==> config.mk <==
export PLATFORM = sky130hd
export DESIGN_NAME = heading_pid_controller
export DESIGN_NICKNAME = d
export VERILOG_FILES = /design/src/rtl/hpid_pkg.sv /design/src/rtl/hpid_err_unit.sv /design/src/rtl/hpid_out_unit.sv /design/src/rtl/heading_pid_controller.sv
export VERILOG_INCLUDE_DIRS = /design/src /design/src/rtl
export SDC_FILE = /design/constraint.sdc
export NUM_CORES = 2
export LEC_CHECK = 0
export ABC_AREA = 1
export BUFFER_PORTS_ARGS = -buffer_cell sky130_fd_sc_hd__buf_2
export CORE_MARGIN = 4
export CORE_UTILIZATION = 60
export CTS_CLUSTER_SIZE = 40
export DETAILED_ROUTE_END_ITERATION = 12
export PLACE_DENSITY = 0.88
export SLEW_MARGIN = 10
export SYNTH_ARGS = -nofsm -noshare
export SYNTH_HDL_FRONTEND = slang
export SYNTH_SLANG_ARGS = --single-unit
==> constraint.sdc <==
create_clock -name i_clk -period 18.55 [get_ports i_clk]
set_input_delay 0 -clock i_clk [delete_from_list [all_inputs] [get_ports i_clk]]
set_output_delay 0 -clock i_clk [all_outputs]
set_load 0.02 [all_outputs]
==> src/rtl/assert_macros.svh <==
// Assertion macros used by the top level of the heading PID controller.
`ifndef ASSERT_MACROS_SVH
`define ASSERT_MACROS_SVH

// Checks that the consequent holds in the same cycle as the antecedent.
`define HPID_ASSERT_SAME(label, ante, cons) \
    label: assert property (@(posedge i_clk) disable iff (!i_rst_n) (ante) |-> (cons)) \
        else $error("heading PID assertion failed");

// Checks that the consequent holds in the cycle after the antecedent.
`define HPID_ASSERT_NEXT(label, ante, cons) \
    label: assert property (@(posedge i_clk) disable iff (!i_rst_n) (ante) |=> (cons)) \
        else $error("heading PID assertion failed");

`endif

==> src/rtl/hpid_pkg.sv <==
// Shared widths, constants, register indexes and types of the heading PID controller.
package hpid_pkg;

    localparam int SUM_WIDTH  = 24;
    localparam int HEAD_W     = 16;
    localparam int ERR_W      = 18;
    localparam int MAG_W      = ERR_W - 1;
    localparam int DIFF_W     = ERR_W + 1;
    localparam int GAIN_W     = 16;
    localparam int ZONE_W     = 9;
    localparam int LIMIT_W    = 15;
    localparam int POWER_W    = 16;
    localparam int CFG_IDX_W  = 3;
    localparam int CFG_DATA_W = 16;

    localparam int HALF_TURN  = 180;
    localparam int FULL_TURN  = 360;
    localparam int ERR_MAX    = 65175;

    localparam int SUMX_W = ((SUM_WIDTH > ERR_W) ? SUM_WIDTH : ERR_W) + 1;
    localparam int PP_W   = GAIN_W + 1 + ERR_W;
    localparam int PI_W   = GAIN_W + 1 + SUM_WIDTH;
    localparam int PD_W   = GAIN_W + 1 + DIFF_W;
    localparam int ACC_W  = ((PI_W > PD_W) ? PI_W : PD_W) + 2;

    localparam logic [CFG_IDX_W-1:0] REG_PROP_GAIN   = CFG_IDX_W'(0);
    localparam logic [CFG_IDX_W-1:0] REG_INTEG_GAIN  = CFG_IDX_W'(1);
    localparam logic [CFG_IDX_W-1:0] REG_DERIV_GAIN  = CFG_IDX_W'(2);
    localparam logic [CFG_IDX_W-1:0] REG_INTEG_ZONE  = CFG_IDX_W'(3);
    localparam logic [CFG_IDX_W-1:0] REG_POWER_LIMIT = CFG_IDX_W'(4);

    localparam logic [GAIN_W-1:0]  RST_PROP_GAIN   = GAIN_W'(492);
    localparam logic [GAIN_W-1:0]  RST_INTEG_GAIN  = GAIN_W'(20);
    localparam logic [GAIN_W-1:0]  RST_DERIV_GAIN  = GAIN_W'(246);
    localparam logic [ZONE_W-1:0]  RST_INTEG_ZONE  = ZONE_W'(15);
    localparam logic [LIMIT_W-1:0] RST_POWER_LIMIT = LIMIT_W'(24576);

    typedef struct packed {
        logic signed [ERR_W-1:0]     err;
        logic signed [DIFF_W-1:0]    diff;
        logic signed [SUM_WIDTH-1:0] sum;
    } t_err_res;

endpackage

==> src/rtl/hpid_err_unit.sv <==
// Heading error with half-turn wrap, zoned saturating integral and error difference.
module hpid_err_unit (
    input  logic signed [hpid_pkg::HEAD_W-1:0]    i_meas,
    input  logic signed [hpid_pkg::HEAD_W-1:0]    i_targ,
    input  logic        [hpid_pkg::ZONE_W-1:0]    i_zone,
    input  logic signed [hpid_pkg::ERR_W-1:0]     i_last_err,
    input  logic signed [hpid_pkg::SUM_WIDTH-1:0] i_sum,
    output hpid_pkg::t_err_res                    o_res
);
    import hpid_pkg::*;

    localparam logic signed [ERR_W-1:0] HALF_POS = ERR_W'(HALF_TURN);
    localparam logic signed [ERR_W-1:0] HALF_NEG = -ERR_W'(HALF_TURN);
    localparam logic signed [ERR_W-1:0] FULL     = ERR_W'(FULL_TURN);
    localparam logic [SUM_WIDTH-1:0]    SUM_HI   = {1'b0, {(SUM_WIDTH-1){1'b1}}};
    localparam logic [SUM_WIDTH-1:0]    SUM_LO   = {1'b1, {(SUM_WIDTH-1){1'b0}}};

    logic signed [ERR_W-1:0]  raw;
    logic signed [ERR_W-1:0]  wrapped;
    logic signed [ERR_W-1:0]  neg;
    logic        [MAG_W-1:0]  mag;
    logic                     in_zone;
    logic signed [SUMX_W-1:0] sumx;
    logic [SUMX_W-SUM_WIDTH:0] top;

    always_comb begin
        raw = ERR_W'(i_targ) - ERR_W'(i_meas);
        if (raw > HALF_POS) begin
            wrapped = raw - FULL;
        end else if (raw < HALF_NEG) begin
            wrapped = raw + FULL;
        end else begin
            wrapped = raw;
        end
        neg     = -wrapped;
        mag     = wrapped[ERR_W-1] ? neg[MAG_W-1:0] : wrapped[MAG_W-1:0];
        in_zone = mag < MAG_W'(i_zone);

        sumx = SUMX_W'(i_sum) + SUMX_W'(wrapped);
        top  = sumx[SUMX_W-1:SUM_WIDTH-1];

        o_res.err  = wrapped;
        o_res.diff = DIFF_W'(wrapped) - DIFF_W'(i_last_err);
        if (!in_zone) begin
            o_res.sum = '0;
        end else if ((&top) || !(|top)) begin
            o_res.sum = sumx[SUM_WIDTH-1:0];
        end else if (sumx[SUMX_W-1]) begin
            o_res.sum = SUM_LO;
        end else begin
            o_res.sum = SUM_HI;
        end
    end

endmodule

==> src/rtl/hpid_out_unit.sv <==
// Sum of the three PID terms and the symmetric clamp to the power limit.
module hpid_out_unit (
    input  logic signed [hpid_pkg::PP_W-1:0]    i_pp,
    input  logic signed [hpid_pkg::PI_W-1:0]    i_pi,
    input  logic signed [hpid_pkg::PD_W-1:0]    i_pd,
    input  logic        [hpid_pkg::LIMIT_W-1:0] i_limit,
    output logic signed [hpid_pkg::POWER_W-1:0] o_power,
    output logic                                o_clamped
);
    import hpid_pkg::*;

    logic signed [ACC_W-1:0] acc;
    logic signed [ACC_W-1:0] lim_pos;
    logic signed [ACC_W-1:0] lim_neg;

    always_comb begin
        acc     = ACC_W'(i_pp) + ACC_W'(i_pi) + ACC_W'(i_pd);
        lim_pos = $signed({{(ACC_W-LIMIT_W){1'b0}}, i_limit});
        lim_neg = -lim_pos;
        if (acc > lim_pos) begin
            o_power   = lim_pos[POWER_W-1:0];
            o_clamped = 1'b1;
        end else if (acc < lim_neg) begin
            o_power   = lim_neg[POWER_W-1:0];
            o_clamped = 1'b1;
        end else begin
            o_power   = acc[POWER_W-1:0];
            o_clamped = 1'b0;
        end
    end

endmodule

==> src/rtl/heading_pid_controller.sv <==
// Top level of the heading PID controller: configuration registers and four-stage pipeline.
//
//   Channel   Valid         Stall         Payload
//   request   i_in_valid    o_in_stall    i_measured_heading, i_target_heading
//   result    o_out_valid   i_out_stall   o_drive_power, o_clamped
//   config    i_cfg_we      (none)        i_cfg_idx, i_cfg_data
//
// A result is valid once its request has passed the input, error and integral, product
// and result registers, and one request is taken every cycle while o_in_stall is low.
// The stages are the input register, the error and integral register, the product
// register and the clamped result register.
// Reset clears the stage valid bits, the integral and the previous error, and
// restores the default gains, zone and limit.
// A stalled result holds the result register; earlier stages keep filling, and the
// request side stalls only when all four stages hold requests.
module heading_pid_controller (
    input  logic                                  i_clk,
    input  logic                                  i_rst_n,
    input  logic                                  i_in_valid,
    output logic                                  o_in_stall,
    input  logic signed [hpid_pkg::HEAD_W-1:0]    i_measured_heading,
    input  logic signed [hpid_pkg::HEAD_W-1:0]    i_target_heading,
    output logic                                  o_out_valid,
    input  logic                                  i_out_stall,
    output logic signed [hpid_pkg::POWER_W-1:0]   o_drive_power,
    output logic                                  o_clamped,
    input  logic                                  i_cfg_we,
    input  logic        [hpid_pkg::CFG_IDX_W-1:0] i_cfg_idx,
    input  logic        [hpid_pkg::CFG_DATA_W-1:0] i_cfg_data
);
    import hpid_pkg::*;

    `include "assert_macros.svh"

    logic [GAIN_W-1:0]  r_prop_gain;
    logic [GAIN_W-1:0]  r_integ_gain;
    logic [GAIN_W-1:0]  r_deriv_gain;
    logic [ZONE_W-1:0]  r_integ_zone;
    logic [LIMIT_W-1:0] r_power_limit;

    logic r_v0;
    logic r_v1;
    logic r_v2;
    logic r_v3;
    logic free0;
    logic free1;
    logic free2;
    logic adv3;

    logic signed [HEAD_W-1:0]    r_meas;
    logic signed [HEAD_W-1:0]    r_targ;
    logic signed [ERR_W-1:0]     r_err;
    logic signed [SUM_WIDTH-1:0] r_sum;
    logic signed [DIFF_W-1:0]    r_diff;
    t_err_res                    err_res;

    logic signed [PP_W-1:0] r_pp;
    logic signed [PI_W-1:0] r_pi;
    logic signed [PD_W-1:0] r_pd;
    logic signed [PP_W-1:0] n_pp;
    logic signed [PI_W-1:0] n_pi;
    logic signed [PD_W-1:0] n_pd;

    logic signed [POWER_W-1:0] r_drive_power;
    logic                      r_clamped;
    logic signed [POWER_W-1:0] n_drive_power;
    logic                      n_clamped;

    always_ff @(posedge i_clk) begin
        if (!i_rst_n) begin
            r_prop_gain   <= RST_PROP_GAIN;
            r_integ_gain  <= RST_INTEG_GAIN;
            r_deriv_gain  <= RST_DERIV_GAIN;
            r_integ_zone  <= RST_INTEG_ZONE;
            r_power_limit <= RST_POWER_LIMIT;
        end else if (i_cfg_we) begin
            case (i_cfg_idx)
                REG_PROP_GAIN:   r_prop_gain   <= i_cfg_data[GAIN_W-1:0];
                REG_INTEG_GAIN:  r_integ_gain  <= i_cfg_data[GAIN_W-1:0];
                REG_DERIV_GAIN:  r_deriv_gain  <= i_cfg_data[GAIN_W-1:0];
                REG_INTEG_ZONE:  r_integ_zone  <= i_cfg_data[ZONE_W-1:0];
                REG_POWER_LIMIT: r_power_limit <= i_cfg_data[LIMIT_W-1:0];
                default: ;
            endcase
        end
    end

    assign adv3       = !r_v3 || !i_out_stall;
    assign free2      = !r_v2 || adv3;
    assign free1      = !r_v1 || free2;
    assign free0      = !r_v0 || free1;
    assign o_in_stall = !free0;

    hpid_err_unit u_err (
        .i_meas     (r_meas),
        .i_targ     (r_targ),
        .i_zone     (r_integ_zone),
        .i_last_err (r_err),
        .i_sum      (r_sum),
        .o_res      (err_res)
    );

    always_comb begin
        n_pp = $signed({1'b0, r_prop_gain}) * r_err;
        n_pi = $signed({1'b0, r_integ_gain}) * r_sum;
        n_pd = $signed({1'b0, r_deriv_gain}) * r_diff;
    end

    hpid_out_unit u_out (
        .i_pp      (r_pp),
        .i_pi      (r_pi),
        .i_pd      (r_pd),
        .i_limit   (r_power_limit),
        .o_power   (n_drive_power),
        .o_clamped (n_clamped)
    );

    always_ff @(posedge i_clk) begin
        if (!i_rst_n) begin
            r_v0  <= 1'b0;
            r_v1  <= 1'b0;
            r_v2  <= 1'b0;
            r_v3  <= 1'b0;
            r_err <= '0;
            r_sum <= '0;
        end else begin
            if (free0) begin
                r_v0 <= i_in_valid;
            end
            if (free1) begin
                r_v1 <= r_v0;
            end
            if (free2) begin
                r_v2 <= r_v1;
            end
            if (adv3) begin
                r_v3 <= r_v2;
            end
            if (r_v0 && free1) begin
                r_err <= err_res.err;
                r_sum <= err_res.sum;
            end
        end
    end

    always_ff @(posedge i_clk) begin
        if (i_in_valid && free0) begin
            r_meas <= i_measured_heading;
            r_targ <= i_target_heading;
        end
        if (r_v0 && free1) begin
            r_diff <= err_res.diff;
        end
        if (r_v1 && free2) begin
            r_pp <= n_pp;
            r_pi <= n_pi;
            r_pd <= n_pd;
        end
        if (r_v2 && adv3) begin
            r_drive_power <= n_drive_power;
            r_clamped     <= n_clamped;
        end
    end

    assign o_out_valid   = r_v3;
    assign o_drive_power = r_drive_power;
    assign o_clamped     = r_clamped;

    `HPID_ASSERT_SAME(a_stall_only_when_full, o_in_stall, r_v0 && r_v1 && r_v2 && r_v3)
    `HPID_ASSERT_SAME(a_err_in_range, r_v1,
        (r_err <= ERR_W'(ERR_MAX)) && (r_err >= -ERR_W'(ERR_MAX)))
    `HPID_ASSERT_NEXT(a_result_from_products, !r_v3 && !r_v2, !r_v3)

endmodule
# [Word-level counts from Yosys, hierarchy flattened]
# Cells that the tools add are included.
[op_classes] addsub=9 multipliers=3 magnitude_cmp=5 eq_ne=4 mux=9 n_reduce_logical=24
[ops] cell="two-way mux 24 bit" n=3
[ops] cell="adder 42 x 36 -> 43 bit" n=1
[ops] cell="> comparator 43 x 16 -> 1 bit" n=1
[ops] cell="less-than comparator 43 bit" n=1
[ops] cell="negator 15 -> 43 bit" n=1
[ops] cell="adder 35 x 41 -> 42 bit" n=1
[ops] cell="multiplier 17 x 24 -> 41 bit" n=1
[ops] cell="multiplier 17 x 19 -> 36 bit" n=1
[ops] cell="two-way mux 18 bit" n=2
[ops] cell="multiplier 17 x 18 -> 35 bit" n=1
[ops] cell="adder 24 x 18 -> 25 bit" n=1
[ops] cell="subtractor 18 x 18 -> 19 bit" n=1
[ops] cell="adder 18 x 10 -> 18 bit, second input constant" n=1
[ops] cell="> comparator 18 x 9 -> 1 bit, second input constant" n=1
[ops] cell="less-than comparator 18 x 9 -> 1 bit, second input constant" n=1
[ops] cell="subtractor 18 x 10 -> 18 bit, second input constant" n=1
[ops] cell="less-than comparator 17 x 9 -> 1 bit" n=1
[ops] cell="two-way mux 17 bit" n=1
[ops] cell="negator 17 bit" n=1
[ops] cell="subtractor 16 x 16 -> 17 bit" n=1
[ops] cell="two-way mux 16 bit" n=1
[ops] cell="two-way mux 15 bit" n=1
[ops] cell="AND reduction 2 bit" n=6
[ops] cell="zero test 1 bit" n=7
[ops] cell="other kinds (8)" n=16
[totals] reg_bits=298 word_cells=74

# [Logic depth before layout (Yosys ltp)]
[depth] ltp_word=10 depth_mapped=42 mapped_depth_nobuf=40

# [Cells and area by module]
# Synthesis repeated with hierarchy kept, for this count alone.
[unflattened] cells_unflattened=8165 area_unflattened_um2=60645.7
[by_module_without_submodules] module="heading_pid_controller" instances=1 cells_per_inst=6111 area_each_um2=49134.6
[by_module_without_submodules] module="hpid_out_unit" instances=1 cells_per_inst=1102 area_each_um2=6338.6
[by_module_without_submodules] module="hpid_err_unit" instances=1 cells_per_inst=952 area_each_um2=5172.5

# [Least setup slack after synthesis]
# OpenSTA, ideal clock, no wires.
[synth_timing] path_type="register to register" start="register r_sum[7]" end="register r_pi[39], data pin" setup_ps=258 arrival_time_ps=6304 t_required_ps=18292 slack_ps=11989 stages_incl_launch_ff=32 path_buffers=2 cell_sequence="dfxtp_1 clkbuf_1 clkbuf_1 nand2_1 fa_1 inv_1 fa_1 inv_1 fa_1 inv_1 fa_1 inv_1 fa_1 inv_1 fa_1 ha_1 a21oi_1 o21ai_0 a21oi_1 o21ai_0 a21oi_1 inv_1 a21oi_1 inv_1 a31oi_1 o21ai_0 nand3_1 nand2_1 a21oi_1 nor2_1 nor2_1 xnor2_1"
[synth_between] elab_chain_len=1
[synth_rtl] element="start: declaration" line="heading_pid_controller.sv:53" text="logic signed [SUM_WIDTH-1:0] r_sum;"
[synth_rtl] element="start signal: assignment" line="heading_pid_controller.sv:141" text="r_sum <= err_res.sum;"
[synth_rtl] element="multiplier 17 x 24 -> 41 bit" line="heading_pid_controller.sv:105" text="n_pi = $signed({1'b0, r_integ_gain}) * r_sum;"
[synth_rtl] element="net n_pi[39]" line="heading_pid_controller.sv:61" text="logic signed [PI_W-1:0] n_pi;"
[synth_rtl] element="end signal: assignment" line="heading_pid_controller.sv:156" text="r_pi <= n_pi;"
[synth_rtl] element="end: declaration" line="heading_pid_controller.sv:58" text="logic signed [PI_W-1:0] r_pi;"
# The timed path passes the listed nets, and every way through them passes these cells.
# A chain may end at the register's enable or synchronous reset.

# [Worst setup path after layout]
[layout_timing] start="register r_diff[7]" end="register r_pd[33], data pin"
[layout_between] elab_chain_len=1
[layout_rtl] element="start: declaration" line="heading_pid_controller.sv:54" text="logic signed [DIFF_W-1:0] r_diff;"
[layout_rtl] element="start signal: assignment" line="heading_pid_controller.sv:152" text="r_diff <= err_res.diff;"
[layout_rtl] element="multiplier 17 x 19 -> 36 bit" line="heading_pid_controller.sv:106" text="n_pd = $signed({1'b0, r_deriv_gain}) * r_diff;"
[layout_rtl] element="net n_pd[33]" line="heading_pid_controller.sv:62" text="logic signed [PD_W-1:0] n_pd;"
[layout_rtl] element="end signal: assignment" line="heading_pid_controller.sv:157" text="r_pd <= n_pd;"
[layout_rtl] element="end: declaration" line="heading_pid_controller.sv:59" text="logic signed [PD_W-1:0] r_pd;"
# The timed path passes the listed nets, and every way through them passes these cells.

==> metrics.cfg <==
[worst_setup_path]
arrival_ps = 7700
crit_chain = nand2_1 > fa_1 > inv_1 > fa_1 > inv_1 > fa_1 > fa_1 > inv_1 > fa_1 > fa_1 > ha_1 > a21oi_1 > a21boi_0 > o21ai_0 > a21boi_0 > inv_1 > a21oi_1 > o21ai_0 > a21boi_0 > nor3_1 > nor2_1 > xnor2_1
critical_path_class = register to register
worst_ep_required_time_ps = 18880
startpoint = r_diff[7]
endpoint_kind = register
crit_family = adder cells
regToRegStartpoint = r_diff[7]
crit_fanout = 16
worstSetupStartpointType = register
path_buf_inv = 4
slowest_stage = edfxtp_1
cpPeakStageDelay_ps = 920
crit_path_frequent_cell = fa_1

[worst_hold_path]
hold_class = input port to register
holdCritStartpoint = i_cfg_idx[2]

[logic_synthesis]
syn_area_sq_um = 56700
synth_top_area_share_pct = 36.1
ys.warnings.count = 0
ys_seq_area_share_pct = 13.7
synthArstFlopShare_pct = 0
syn_avg_cell_area_sq_um = 8.07
yosysTopAreaCell = fa_1
netlist_top_cells_area = fa_1 36%, inv_1 12%, nand2_1 11%
ys_ff_latch = 298
postSynthCellCount = 7021
synth_nets = 8547
synth.distinct_cells = 58
synth_flop_cell = edfxtp_1
synth_edf_count = 180

[timing]
slew_headroom_pct = 16.3
max_freq_ghz = 0.136
hold_viol_final = 0
fin_crit_sh_pct = 39.7
rsz0062_at_grt = false
setup_tns_ps = 0
skew_ps = 36.9
setup_violations = 0
worst_pin_slew_ps = 1250
fin_crit_ps = 7370
maxSlewViolCount = 0

[global_route]
grt_max_degree = 63
grt_pass1_wl_um = 247000
track_usage_pct = 31.4
antenna_found_initial = 5
grt_overflow = 0
grt_pass1_vias = 47300

[clock_network]
cts_setup_buffers = 0
clk_latency_ps = 580
clk_pin_slew_worst_paths_ps = 60
cts-buffers-inserted = 36
cts_resized = 0
h-tree-depth = 2
cts_sinks = 298
clk_path_buf_depth = 3
cts_tree = yes
cts_root_buf = clkbuf_16

[finish]
design_area_sq_um = 59500
num-fill-cells = 7436
multiInputGateArea_sq_um = 40800
layout-drive-gt1-share_pct = 3.84
syn2layout_area_growth_pct = 5.06
nNetsFinal = 8454
seqCellArea_sq_um = 7770

[route]
routed_via_density = 5.52
post_drt_wl_per_cell_um = 18.4
ant_nets = 0
first_pass_iters = 8
detail_route.iter0.violations = 4203
drc_errors = 0
vias = 45400
drt-total-wl_um = 151000

[status]
status = complete, no violations

[die]
coreArea_sq_um = 93500
chipWidth_um = 315
start_util_pct = 60.6
num_rows = 112
fp.dieH_um = 315
ios = 75
die_area_sq_um = 99400

[placement]
gp_congestion = 0.954
port_buffers = 74
dp_hpwl_um = 121000
placed_area_sq_um = 57700

[flow_run]
drv_cap = 0

[layout make-up]
class	instances	area share (%)
Timing Repair Buffer	158	1.91
Sequential cell	298	13.0
Antenna cell	2	0.00841
Clock buffer	44	1.63
Clock inverter	22	0.515
Tap cell	1254	2.64
Multi-Input combinational cell	4572	68.5
Inverter	1862	11.7
[stage by stage]
step | cells | setup WS [ps] | hold WS, ps | util [%]
floorplan | 7021 | 11990 | 98.9 | -
global placement | 8089 | 11310 | 177 | 61.7
detailed placement | 8089 | 11300 | 178 | 61.7
CTS | 8210 | 11300 | 51.9 | 63.7
global route | 8210 | 10780 | 128 | 63.7
finish | 8212 | 11180 | 95.6 | 63.7
[timing repair]
item / 4_1_cts / 5_1_grt
endpoints found under the hold margin: 107 / 0
endpoints found under the setup margin: 0 / 0
hold buffers: 55 / 0
[sequential cells by signal, summed over array words and instances, names as in the netlist, 9 cells and up]
signal         flops
r_pp              35
r_integ_gain      16
o_drive_power     16
r_power_limit     15
r_err             18
r_targ            16
r_pi              41
r_pd              36
r_diff            19
r_prop_gain       16
r_sum             24
r_deriv_gain      16
r_integ_zone       9
r_meas            16
[synthesized netlist by cell type, types with 6 or more instances]
master	instances
o21a_1	13
o21ai_0	212
a21oi_1	291
a31oi_1	21
nand3_2	26
nand3_1	159
a211oi_1	9
clkbuf_1	269
nor4_1	12
xnor2_1	75
inv_2	8
xor2_1	138
a21boi_0	8
dfxtp_1	118
or2_2	7
o21bai_1	16
a21o_1	13
nor2_2	6
nand2_2	15
ha_1	448
nor2_1	249
buf_6	7
nor3_1	37
nand4_1	45
o31ai_1	7
o211ai_1	10
inv_1	1852
a21oi_2	23
nand2_1	1663
edfxtp_1	180
fa_1	1022
[worst min-delay path, cell delays in order]
cell,delay [ps]
buf_2,90
nor2_1,70
inv_1,60
nor3_1,40
buf_4,200
nand2_1,90
nand3_1,70
[path summary, 6_finish.rpt]
path                           to  slack (ps)  cells after the start
hold / removal    r_deriv_gain[2]         100                      7
hold reg to reg   r_integ_zone[5]         470                      2
setup / recovery         r_pd[33]       11180                     22
setup reg to reg         r_pd[33]       11180                     22
[kinds of logic (layout without fill, tap and decap cells)]
group	Yosys count	after routing	share of synthesized area, %
simple gates	2238	2238	16.1
buf+inv	2151	2086	14.4
fa+ha+maj	1470	1470	46.0
compound gates	649	649	6.44
flops	298	298	13.7
xor+xnor	215	215	3.37
other cells	0	2	0
[routing by layer]
metal  GRT usage [%]  wire length [um]
met1            40.3             56400
met2            50.8             70100
met3            6.78             15800
met4            15.3              8840
met5               0                16
[layout by cell type, fill, tap and decap left out, types with 13 or more instances in the layout]
master / netlist / final
dlygate4sd3_1: 0 / 55
fa_1: 1022 / 1022
a21oi_2: 23 / 24
o21ai_0: 212 / 212
o21a_1: 13 / 13
o21bai_1: 16 / 16
nor2_1: 249 / 245
nand2_1: 1663 / 1663
dfxtp_1: 118 / 118
a21oi_1: 291 / 290
xnor2_1: 75 / 74
nand4_1: 45 / 45
buf_4: 3 / 29
nand3_2: 26 / 26
buf_2: 4 / 74
clkbuf_16: 0 / 37
inv_1: 1852 / 1851
nand3_1: 159 / 159
a21o_1: 13 / 13
nand2_2: 15 / 15
nor3_1: 37 / 37
edfxtp_1: 180 / 180
xor2_1: 138 / 138
a31oi_1: 21 / 21
ha_1: 448 / 448
Power is left out: the tool's default activity adds up to more than one toggle a clock period on the data nets, which glitch-free logic cannot reach.
